File: src/hw/rtl/ftlb_pkg.sv
// Shared types and constants for the fully associative translation buffer.
// No dependencies; ftlb_repl, ftlb_table and fifo_tlb_core import this package.
package ftlb_pkg;

    localparam int CFG_W       = 5;
    localparam int OUT_FRAME_W = 32;
    localparam int COUNT_W     = 5;

    localparam logic [CFG_W-1:0]   CFG_RESET = 5'd16;
    localparam logic [COUNT_W-1:0] COUNT_SAT = 5'd31;

    typedef enum logic [1:0] {
        CMD_LOOKUP    = 2'd0,
        CMD_INSERT    = 2'd1,
        CMD_INV_PAGE  = 2'd2,
        CMD_INV_FRAME = 2'd3
    } cmd_t;

    typedef struct packed {
        logic fire;
        cmd_t cmd;
    } ctrl_t;

    typedef struct packed {
        logic                   hit;
        logic [OUT_FRAME_W-1:0] found_frame;
        logic [COUNT_W-1:0]     cleared_count;
    } rslt_t;

endpackage

File: src/hw/rtl/ftlb_req_if.sv
// Request channel of the translation buffer: command, page and frame.
// Depends on nothing; page and frame widths follow the block parameters.
interface ftlb_req_if #(
    parameter int PAGE_BITS  = 52,
    parameter int FRAME_BITS = 32
);
    logic                  valid;
    logic                  ready;
    logic [1:0]            cmd;
    logic [PAGE_BITS-1:0]  page_number;
    logic [FRAME_BITS-1:0] phys_frame;

    modport source (output valid, output cmd, output page_number, output phys_frame,
                    input ready);
    modport sink   (input valid, input cmd, input page_number, input phys_frame,
                    output ready);
endinterface

File: src/hw/rtl/ftlb_rsp_if.sv
// Response channel of the translation buffer: hit, frame and clear count.
// Depends on nothing; field widths are fixed.
interface ftlb_rsp_if;
    logic        valid;
    logic        ready;
    logic        hit;
    logic [31:0] found_frame;
    logic [4:0]  cleared_count;

    modport source (output valid, output hit, output found_frame, output cleared_count,
                    input ready);
    modport sink   (input valid, input hit, input found_frame, input cleared_count,
                    output ready);
endinterface

File: src/hw/rtl/ftlb_repl.sv
// Entry-count register and round-robin replacement pointer.
// Depends on ftlb_pkg; produces the active-slot mask and the insert slot.
module ftlb_repl
    import ftlb_pkg::*;
#(
    parameter int MAX_ENTRIES = 16
)(
    input  logic                           clk,
    input  logic                           rst_n,
    input  logic                           cfg_we,
    input  logic [CFG_W-1:0]               cfg_wdata,
    input  logic                           advance,
    output logic [MAX_ENTRIES-1:0]         active,
    output logic [$clog2(MAX_ENTRIES)-1:0] slot
);

    localparam int IDX_W = $clog2(MAX_ENTRIES);
    localparam int CNT_W = $clog2(MAX_ENTRIES + 1);
    localparam int NW    = (CNT_W > CFG_W) ? CNT_W : CFG_W;

    logic [CFG_W-1:0] entries_reg;
    logic [IDX_W-1:0] slot_reg;
    logic [IDX_W-1:0] slot_next;
    logic [NW-1:0]    n;
    logic [NW-1:0]    slot_inc;

    always_ff @(posedge clk or negedge rst_n)
    begin
        if (!rst_n)
        begin
            entries_reg <= CFG_RESET;
            slot_reg    <= '0;
        end
        else
        begin
            if (cfg_we)
            begin
                entries_reg <= cfg_wdata;
            end
            if (advance)
            begin
                slot_reg <= slot_next;
            end
        end
    end

    always_comb
    begin
        // clamp the programmed count to 1..MAX_ENTRIES
        n = NW'(entries_reg);
        if (n == '0)
        begin
            n = NW'(1);
        end
        else if (n > NW'(MAX_ENTRIES))
        begin
            n = NW'(MAX_ENTRIES);
        end

        // a pointer left beyond a shrunk count restarts at slot 0
        slot = (NW'(slot_reg) >= n) ? '0 : slot_reg;
        slot_inc = NW'(slot) + NW'(1);
        slot_next = (slot_inc >= n) ? '0 : slot_inc[IDX_W-1:0];

        for (int i = 0; i < MAX_ENTRIES; i++)
        begin
            active[i] = (NW'(i) < n);
        end
    end

endmodule

File: src/hw/rtl/ftlb_table.sv
// Entry storage with parallel page and frame compare, and table update.
// Depends on ftlb_pkg; driven by the core's input stage.
module ftlb_table
    import ftlb_pkg::*;
#(
    parameter int MAX_ENTRIES = 16,
    parameter int PAGE_BITS   = 52,
    parameter int FRAME_BITS  = 32
)(
    input  logic                           clk,
    input  logic                           rst_n,
    input  ctrl_t                          ctrl,
    input  logic [PAGE_BITS-1:0]           page,
    input  logic [FRAME_BITS-1:0]          frame,
    input  logic [MAX_ENTRIES-1:0]         active,
    input  logic [$clog2(MAX_ENTRIES)-1:0] slot,
    output rslt_t                          result
);

    localparam int CNT_W = $clog2(MAX_ENTRIES + 1);
    localparam int NW    = (CNT_W > COUNT_W) ? CNT_W : COUNT_W;

    logic [PAGE_BITS-1:0]            page_store_reg  [MAX_ENTRIES];
    logic [FRAME_BITS-1:0]           frame_store_reg [MAX_ENTRIES];
    logic [MAX_ENTRIES-1:0]          valid_reg;
    logic [MAX_ENTRIES-1:0]          valid_next;

    logic [MAX_ENTRIES-1:0]          page_match;
    logic [MAX_ENTRIES-1:0]          frame_match;
    logic [MAX_ENTRIES-1:0]          page_first;
    logic [MAX_ENTRIES-1:0]          clear_vec;
    logic [FRAME_BITS-1:0]           found;
    logic [FRAME_BITS+OUT_FRAME_W-1:0] found_wide;
    logic [CNT_W-1:0]                frame_hits;
    logic                            is_lookup;

    always_comb
    begin
        for (int i = 0; i < MAX_ENTRIES; i++)
        begin
            page_match[i]  = valid_reg[i] && active[i] && (page_store_reg[i] == page);
            frame_match[i] = valid_reg[i] && active[i] && (frame_store_reg[i] == frame);
        end

        // isolate the lowest-index page match
        page_first = page_match & (~page_match + MAX_ENTRIES'(1));

        found = '0;
        frame_hits = '0;
        for (int i = 0; i < MAX_ENTRIES; i++)
        begin
            found = found | (frame_store_reg[i] & {FRAME_BITS{page_first[i]}});
            frame_hits = frame_hits + CNT_W'(frame_match[i]);
        end

        is_lookup = (ctrl.cmd == CMD_LOOKUP);
        found_wide = {{OUT_FRAME_W{1'b0}}, found & {FRAME_BITS{is_lookup}}};

        result.hit = is_lookup && (|page_match);
        result.found_frame = found_wide[OUT_FRAME_W-1:0];

        case (ctrl.cmd)
            CMD_INV_PAGE:
            begin
                clear_vec = page_first;
                result.cleared_count = COUNT_W'(|page_match);
            end
            CMD_INV_FRAME:
            begin
                clear_vec = frame_match;
                // saturate the count; only reachable with more than 31 slots
                if (NW'(frame_hits) > NW'(COUNT_SAT))
                begin
                    result.cleared_count = COUNT_SAT;
                end
                else
                begin
                    result.cleared_count = COUNT_W'(frame_hits);
                end
            end
            default:
            begin
                clear_vec = '0;
                result.cleared_count = '0;
            end
        endcase

        valid_next = valid_reg & ~clear_vec;
        if (ctrl.cmd == CMD_INSERT)
        begin
            valid_next[slot] = 1'b1;
        end
    end

    always_ff @(posedge clk or negedge rst_n)
    begin
        if (!rst_n)
        begin
            valid_reg <= '0;
        end
        else if (ctrl.fire)
        begin
            valid_reg <= valid_next;
        end
    end

    always_ff @(posedge clk)
    begin
        if (ctrl.fire && (ctrl.cmd == CMD_INSERT))
        begin
            page_store_reg[slot]  <= page;
            frame_store_reg[slot] <= frame;
        end
    end

endmodule

File: src/hw/rtl/fifo_tlb_core.sv
// Fully associative translation buffer with round-robin replacement.
//
// Channels: req carries one command per transaction (lookup, insert,
// invalidate by page, invalidate by frame) with a page and a frame number;
// rsp returns exactly one transaction per request: hit, found_frame and
// cleared_count. cfg_we/cfg_wdata set the number of slots in use (0 acts
// as 1, values above MAX_ENTRIES act as MAX_ENTRIES); write it while idle.
//
// Flow: a request accepted at an edge is registered in the input stage, compared
// against all slots from that register, and its result is loaded into the
// response register when rsp is free. Throughput is one command per cycle while
// rsp does not stall: the table is updated at the same edge that loads the
// response register, so a following command sees the result of the one before
// it. The rate is set by the parallel compare over all slots.
//
// Reset clears all valid bits, the replacement pointer, and sets the slot
// count to 16. When rsp stalls, the response register holds, the input
// stage fills, and req.ready drops until rsp takes the pending transaction.
// Depends on ftlb_pkg, ftlb_req_if, ftlb_rsp_if, ftlb_repl and ftlb_table.
module fifo_tlb_core
    import ftlb_pkg::*;
#(
    parameter int MAX_ENTRIES = 16,
    parameter int PAGE_BITS   = 52,
    parameter int FRAME_BITS  = 32
)(
    input  logic             clk,
    input  logic             rst_n,
    input  logic             cfg_we,
    input  logic [CFG_W-1:0] cfg_wdata,
    ftlb_req_if.sink         req,
    ftlb_rsp_if.source       rsp
);

    localparam int IDX_W = $clog2(MAX_ENTRIES);

    logic                  s1_valid_reg;
    cmd_t                  s1_cmd_reg;
    logic [PAGE_BITS-1:0]  s1_page_reg;
    logic [FRAME_BITS-1:0] s1_frame_reg;

    logic                  out_valid_reg;
    rslt_t                 out_reg;

    logic                  out_free;
    logic                  s1_fire;
    logic                  req_fire;
    ctrl_t                 ctrl;
    rslt_t                 result;
    logic [MAX_ENTRIES-1:0] active;
    logic [IDX_W-1:0]      slot;

    assign out_free  = !out_valid_reg || rsp.ready;
    assign s1_fire   = s1_valid_reg && out_free;
    assign req.ready = !s1_valid_reg || out_free;
    assign req_fire  = req.valid && req.ready;

    assign ctrl.fire = s1_fire;
    assign ctrl.cmd  = s1_cmd_reg;

    always_ff @(posedge clk or negedge rst_n)
    begin
        if (!rst_n)
        begin
            s1_valid_reg  <= 1'b0;
            out_valid_reg <= 1'b0;
        end
        else
        begin
            if (req.ready)
            begin
                s1_valid_reg <= req.valid;
            end
            if (out_free)
            begin
                out_valid_reg <= s1_valid_reg;
            end
        end
    end

    always_ff @(posedge clk)
    begin
        if (req_fire)
        begin
            s1_cmd_reg   <= cmd_t'(req.cmd);
            s1_page_reg  <= req.page_number;
            s1_frame_reg <= req.phys_frame;
        end
        if (s1_fire)
        begin
            out_reg <= result;
        end
    end

    ftlb_repl #(
        .MAX_ENTRIES (MAX_ENTRIES)
    ) u_repl (
        .clk       (clk),
        .rst_n     (rst_n),
        .cfg_we    (cfg_we),
        .cfg_wdata (cfg_wdata),
        .advance   (s1_fire && (s1_cmd_reg == CMD_INSERT)),
        .active    (active),
        .slot      (slot)
    );

    ftlb_table #(
        .MAX_ENTRIES (MAX_ENTRIES),
        .PAGE_BITS   (PAGE_BITS),
        .FRAME_BITS  (FRAME_BITS)
    ) u_table (
        .clk    (clk),
        .rst_n  (rst_n),
        .ctrl   (ctrl),
        .page   (s1_page_reg),
        .frame  (s1_frame_reg),
        .active (active),
        .slot   (slot),
        .result (result)
    );

    assign rsp.valid         = out_valid_reg;
    assign rsp.hit           = out_reg.hit;
    assign rsp.found_frame   = out_reg.found_frame;
    assign rsp.cleared_count = out_reg.cleared_count;

endmodule
File: src/flat_wrapper.sv
// flat-port wrapper written by rule: the top's interface ports become plain ports
module fifo_tlb_core_flat import ftlb_pkg::*;
#(
    parameter int MAX_ENTRIES = 16,
    parameter int PAGE_BITS   = 52,
    parameter int FRAME_BITS  = 32
)
  (clk, rst_n, cfg_we, cfg_wdata, req_valid, req_cmd, req_page_number, req_phys_frame, req_ready, rsp_valid, rsp_hit, rsp_found_frame, rsp_cleared_count, rsp_ready);
  ftlb_req_if #(.PAGE_BITS(PAGE_BITS), .FRAME_BITS(FRAME_BITS)) req_i ();
  ftlb_rsp_if rsp_i ();
  input  logic clk;
  input  logic rst_n;
  input  logic cfg_we;
  input  logic [CFG_W-1:0] cfg_wdata;
  input wire logic [$bits(req_i.valid)-1:0] req_valid;
  input wire logic [$bits(req_i.cmd)-1:0] req_cmd;
  input wire logic [$bits(req_i.page_number)-1:0] req_page_number;
  input wire logic [$bits(req_i.phys_frame)-1:0] req_phys_frame;
  output wire logic [$bits(req_i.ready)-1:0] req_ready;
  output wire logic [$bits(rsp_i.valid)-1:0] rsp_valid;
  output wire logic [$bits(rsp_i.hit)-1:0] rsp_hit;
  output wire logic [$bits(rsp_i.found_frame)-1:0] rsp_found_frame;
  output wire logic [$bits(rsp_i.cleared_count)-1:0] rsp_cleared_count;
  input wire logic [$bits(rsp_i.ready)-1:0] rsp_ready;
  assign req_i.valid = req_valid;
  assign req_i.cmd = req_cmd;
  assign req_i.page_number = req_page_number;
  assign req_i.phys_frame = req_phys_frame;
  assign req_ready = req_i.ready;
  assign rsp_valid = rsp_i.valid;
  assign rsp_hit = rsp_i.hit;
  assign rsp_found_frame = rsp_i.found_frame;
  assign rsp_cleared_count = rsp_i.cleared_count;
  assign rsp_i.ready = rsp_ready;
  fifo_tlb_core #(.MAX_ENTRIES(MAX_ENTRIES), .PAGE_BITS(PAGE_BITS), .FRAME_BITS(FRAME_BITS)) u_core (.clk(clk), .rst_n(rst_n), .cfg_we(cfg_we), .cfg_wdata(cfg_wdata), .req(req_i), .rsp(rsp_i));
endmodule
File: config.mk
export PLATFORM = sky130hd
export DESIGN_NAME = fifo_tlb_core_flat
export DESIGN_NICKNAME = d
export VERILOG_FILES = /design/src/hw/rtl/ftlb_pkg.sv /design/src/hw/rtl/ftlb_req_if.sv /design/src/hw/rtl/ftlb_rsp_if.sv /design/src/hw/rtl/ftlb_repl.sv /design/src/hw/rtl/ftlb_table.sv /design/src/hw/rtl/fifo_tlb_core.sv /design/src/flat_wrapper.sv
export SDC_FILE = /design/constraint.sdc
export NUM_CORES = 2
export LEC_CHECK = 0
export CAP_MARGIN = 20
export CORE_UTILIZATION = 40
export CTS_CLUSTER_DIAMETER = 100
export DETAILED_ROUTE_END_ITERATION = 6
export DONT_BUFFER_PORTS = 1
export GPL_ROUTABILITY_DRIVEN = 1
export PLACE_DENSITY = 0.62
export SYNTH_ARGS = -nofsm -noshare
export SYNTH_HDL_FRONTEND = slang
export SYNTH_SLANG_ARGS = --single-unit
export TNS_END_PERCENT = 30
File: constraint.sdc
create_clock -name clk -period 9.6 [get_ports clk]
set_input_delay 1.92 -clock clk [delete_from_list [all_inputs] [get_ports clk]]
set_output_delay 1.92 -clock clk [all_outputs]
set_load 0.05 [all_outputs]
==> results_dict.tcl <==
set metrics [dict create \
    status "finished clean" \
    synth_xor_area_share_pct 17.2 \
    post_drt_via_cell_ratio 6.08 \
    pwr-share-clk_pct 41.3 \
    synthMuxAreaShare_pct 0.259 \
    comb_power_share_pct 8.2 \
    vias 43300 \
    num_rows 150 \
    rsz0062_at_grt "no" \
    cts_setup_buffers 0 \
    avgSynthCellArea_um2 14.4 \
    core_area_mm2 0.168 \
    overflow 0 \
    synth_top_family_by_area "XOR/XNOR gates" \
    power.net_switching_uw 3650 \
    critical-path-max-stage-delay_ps 840 \
    synthesis.area_mm2 0.0680 \
    nets 4919 \
    crit_slowest_cell "nor4_1" \
    r2r-end "u_core.rsp.cleared_count[2]" \
    synth_compound_area_share_pct 4.18 \
    place_inst 6835 \
    antenna_found_initial 33 \
    synth_top_cells_by_count "1468 x edfxtp_1, 805 x xnor2_1, 531 x xor2_1" \
    ir_drop_uv 196 \
    maxSlewViolCount 0 \
    cap_violations 0 \
    crit_arrival_ps 6660 \
    final_cells 7124 \
    crit_required_ps 10150 \
    yosysWarnings 0 \
    synthArstFlopShare_pct 1.81 \
    worstPathCellList "buf_4, xor2_1, nor4_1, nand4_1, nor4_1, fa_1, inv_1, fa_1, inv_1, fa_1, fa_1, ha_1, fa_1, xnor2_1, nor2_1" \
    holdWs_ps 477 \
    yosysUniqueCellTypes 73 \
    cts_hold_buf 0 \
    path_clk_slew_ps 60 \
    critPathLaunch "u_core.s1_frame_reg[15]" \
    drt_iter0_markers 6677 \
    grt_max_degree 77 \
    grt.total_usage_pct 26.7 \
    areaGrowthSynthToFinish_pct 12.3 \
    synth_fa_ha_area_share_pct 0.626 \
    hpwl_mm 155 \
    cts_buffers 159 \
    synth_top_flop_cell "edfxtp_1" \
    p_seq_share_pct 50.4 \
    clock_latency_ps 810 \
    tns_ps 0 \
    yosys.area.top_type "edfxtp_1" \
    min_period_ps 6100 \
    swShare_pct 24.6 \
    cts_sinks 1495 \
    grt_pass1_vias 40900 \
    cts_tree "yes" \
    min_path_type "register to register" \
    crit_end "u_core.rsp.cleared_count[2]" \
    period_share_pct 63.6 \
    syn-num-nets 4831 \
    synthSimpleGateAreaFrac_pct 10.0 \
    finClkSkew_ps 26.9 \
    cts-root-buf "clkbuf_16" \
    reg2reg_from "u_core.s1_frame_reg[15]" \
    critPathLaunchType "register" \
    cp.depth 15 \
    worstSetupEndpointType "register" \
    hold_violations 0 \
    synth_top_area_share_pct 64.8 \
    start_util_pct 40.5 \
    leakagePower_uw 0.0235 \
    p_int_uw 11200 \
    relSlewSlack_pct 21.1 \
    cp.buffers_inverters 3 \
    yosysMostFrequentCell "edfxtp_1" \
    clockBufferDepth 3 \
    io_pins 136 \
    rr_worst_depth 15 \
    layout-drive-gt1-share_pct 9.55 \
    reg2reg_slack_ps 3500 \
    cts_resized 0 \
    ys_top_cells_by_area "edfxtp_1 65%, xnor2_1 10%, xor2_1 6.8%" \
    ant_nets 0 \
    critPathKind "register to register" \
    routedWlPerCell_um 32.9 \
    fp.dieH_um 414 \
    setup_viol 0 \
    largest_register_ff_count 832 \
    dr.pass1.iters 6 \
    power_density_mw_per_mm2 195 \
    syn_inst 4707 \
    cp_max_fo 18 \
    worst_slew_pin_slew_ps 1170 \
    cpMostUsedCell "fa_1" \
    drc 0 \
    path_delay_family "adder cells" \
    gp_congestion 0.990 \
    die_area_mm2 0.172 \
    wl_mm 234 \
    ys_ff_latch 1495 \
    max_freq_mhz 164 \
    io_buffers 0 \
    synth_edf_count 1468 \
    die_w_um 414 \
    synth-seq-area-share_pct 65.8 \
    grt_first_pass_wirelength_mm 324 \
    cts_max_level 4 \
]
## through the flow
step                util (%)  worst slack, ps  total power, uW  instance area [um^2]
global route            45.5             3280            15200                 76400
finish                  45.5             3500            14900                 76400
CTS                     45.4             3610            14900                 76300
detailed placement      42.4             3640             8830                 71200
global placement        42.4             3630             8830                 71200
floorplan                  -             3310             8300                 68000
## logic make-up (layout without fill, tap and decap cells)
logic type	after synthesis	count (layout)
flip-flops	1495	1495
XOR/XNOR	1336	1336
AND/OR/NAND/NOR	1177	1177
AO/OA/AOI/OAI	360	360
buffers and inverters	294	499
adder cells (fa/ha/maj)	28	28
multiplexers	17	17
other	0	8
## placed cells by master, fill, tap and decap left out, drive strengths merged, types with 37 or more instances in the layout
| cell type | count |
|---|---|
| xor2 | 531 |
| nand2 | 190 |
| nor4 | 219 |
| nand3 | 60 |
| nor2 | 85 |
| o21ai | 53 |
| edfxtp | 1468 |
| clkbuf | 206 |
| nand4 | 415 |
| xnor2 | 805 |
| clkinv | 51 |
| a22o | 66 |
| buf | 189 |
| inv | 37 |
## final cells by class
cell class | instances | area, um^2
diodes | 8 | 20.0
clock buffers | 206 | 4270
clock inverters | 72 | 808
fillers | 14700 | 91600
inverters | 32 | 120
multi-input cells | 2918 | 22100
flip-flops and latches | 1495 | 44800
well taps | 2204 | 2760
repair buffers | 189 | 1530
## worst min-delay path by stage
stage | from | to | depth (start not counted)
2_1_floorplan | u_core.u_table.valid_reg[4] | u_core.u_table.valid_reg[4] | 1
3_3_place_gp | u_core.u_table.valid_reg[4] | u_core.u_table.valid_reg[4] | 1
3_5_place_dp | u_core.u_table.valid_reg[9] | u_core.u_table.valid_reg[9] | 1
4_1_cts | u_core.u_table.valid_reg[9] | u_core.u_table.valid_reg[9] | 1
5_1_grt | u_core.u_table.valid_reg[3] | u_core.u_table.valid_reg[3] | 1
6_report | u_core.u_table.valid_reg[9] | u_core.u_table.valid_reg[9] | 1
## power by group through the flow
stage | clock, uW | combinational [uW] | sequential (uW)
2_1_floorplan | 0 | 685 | 7620
3_3_place_gp | 0 | 1200 | 7630
3_5_place_dp | 0 | 1200 | 7630
4_1_cts | 6190 | 1210 | 7490
5_1_grt | 6430 | 1280 | 7500
6_report | 6140 | 1230 | 7500
## layer usage
layer	wire, um	up-vias	track usage (%)
li1	-	18100	-
met1	94200	21900	36.7
met2	105000	2759	40.7
met3	25200	483	6.36
met4	9580	20	10.4
met5	148	-	0
No activity file was read; power rests on OpenSTA's default activity.
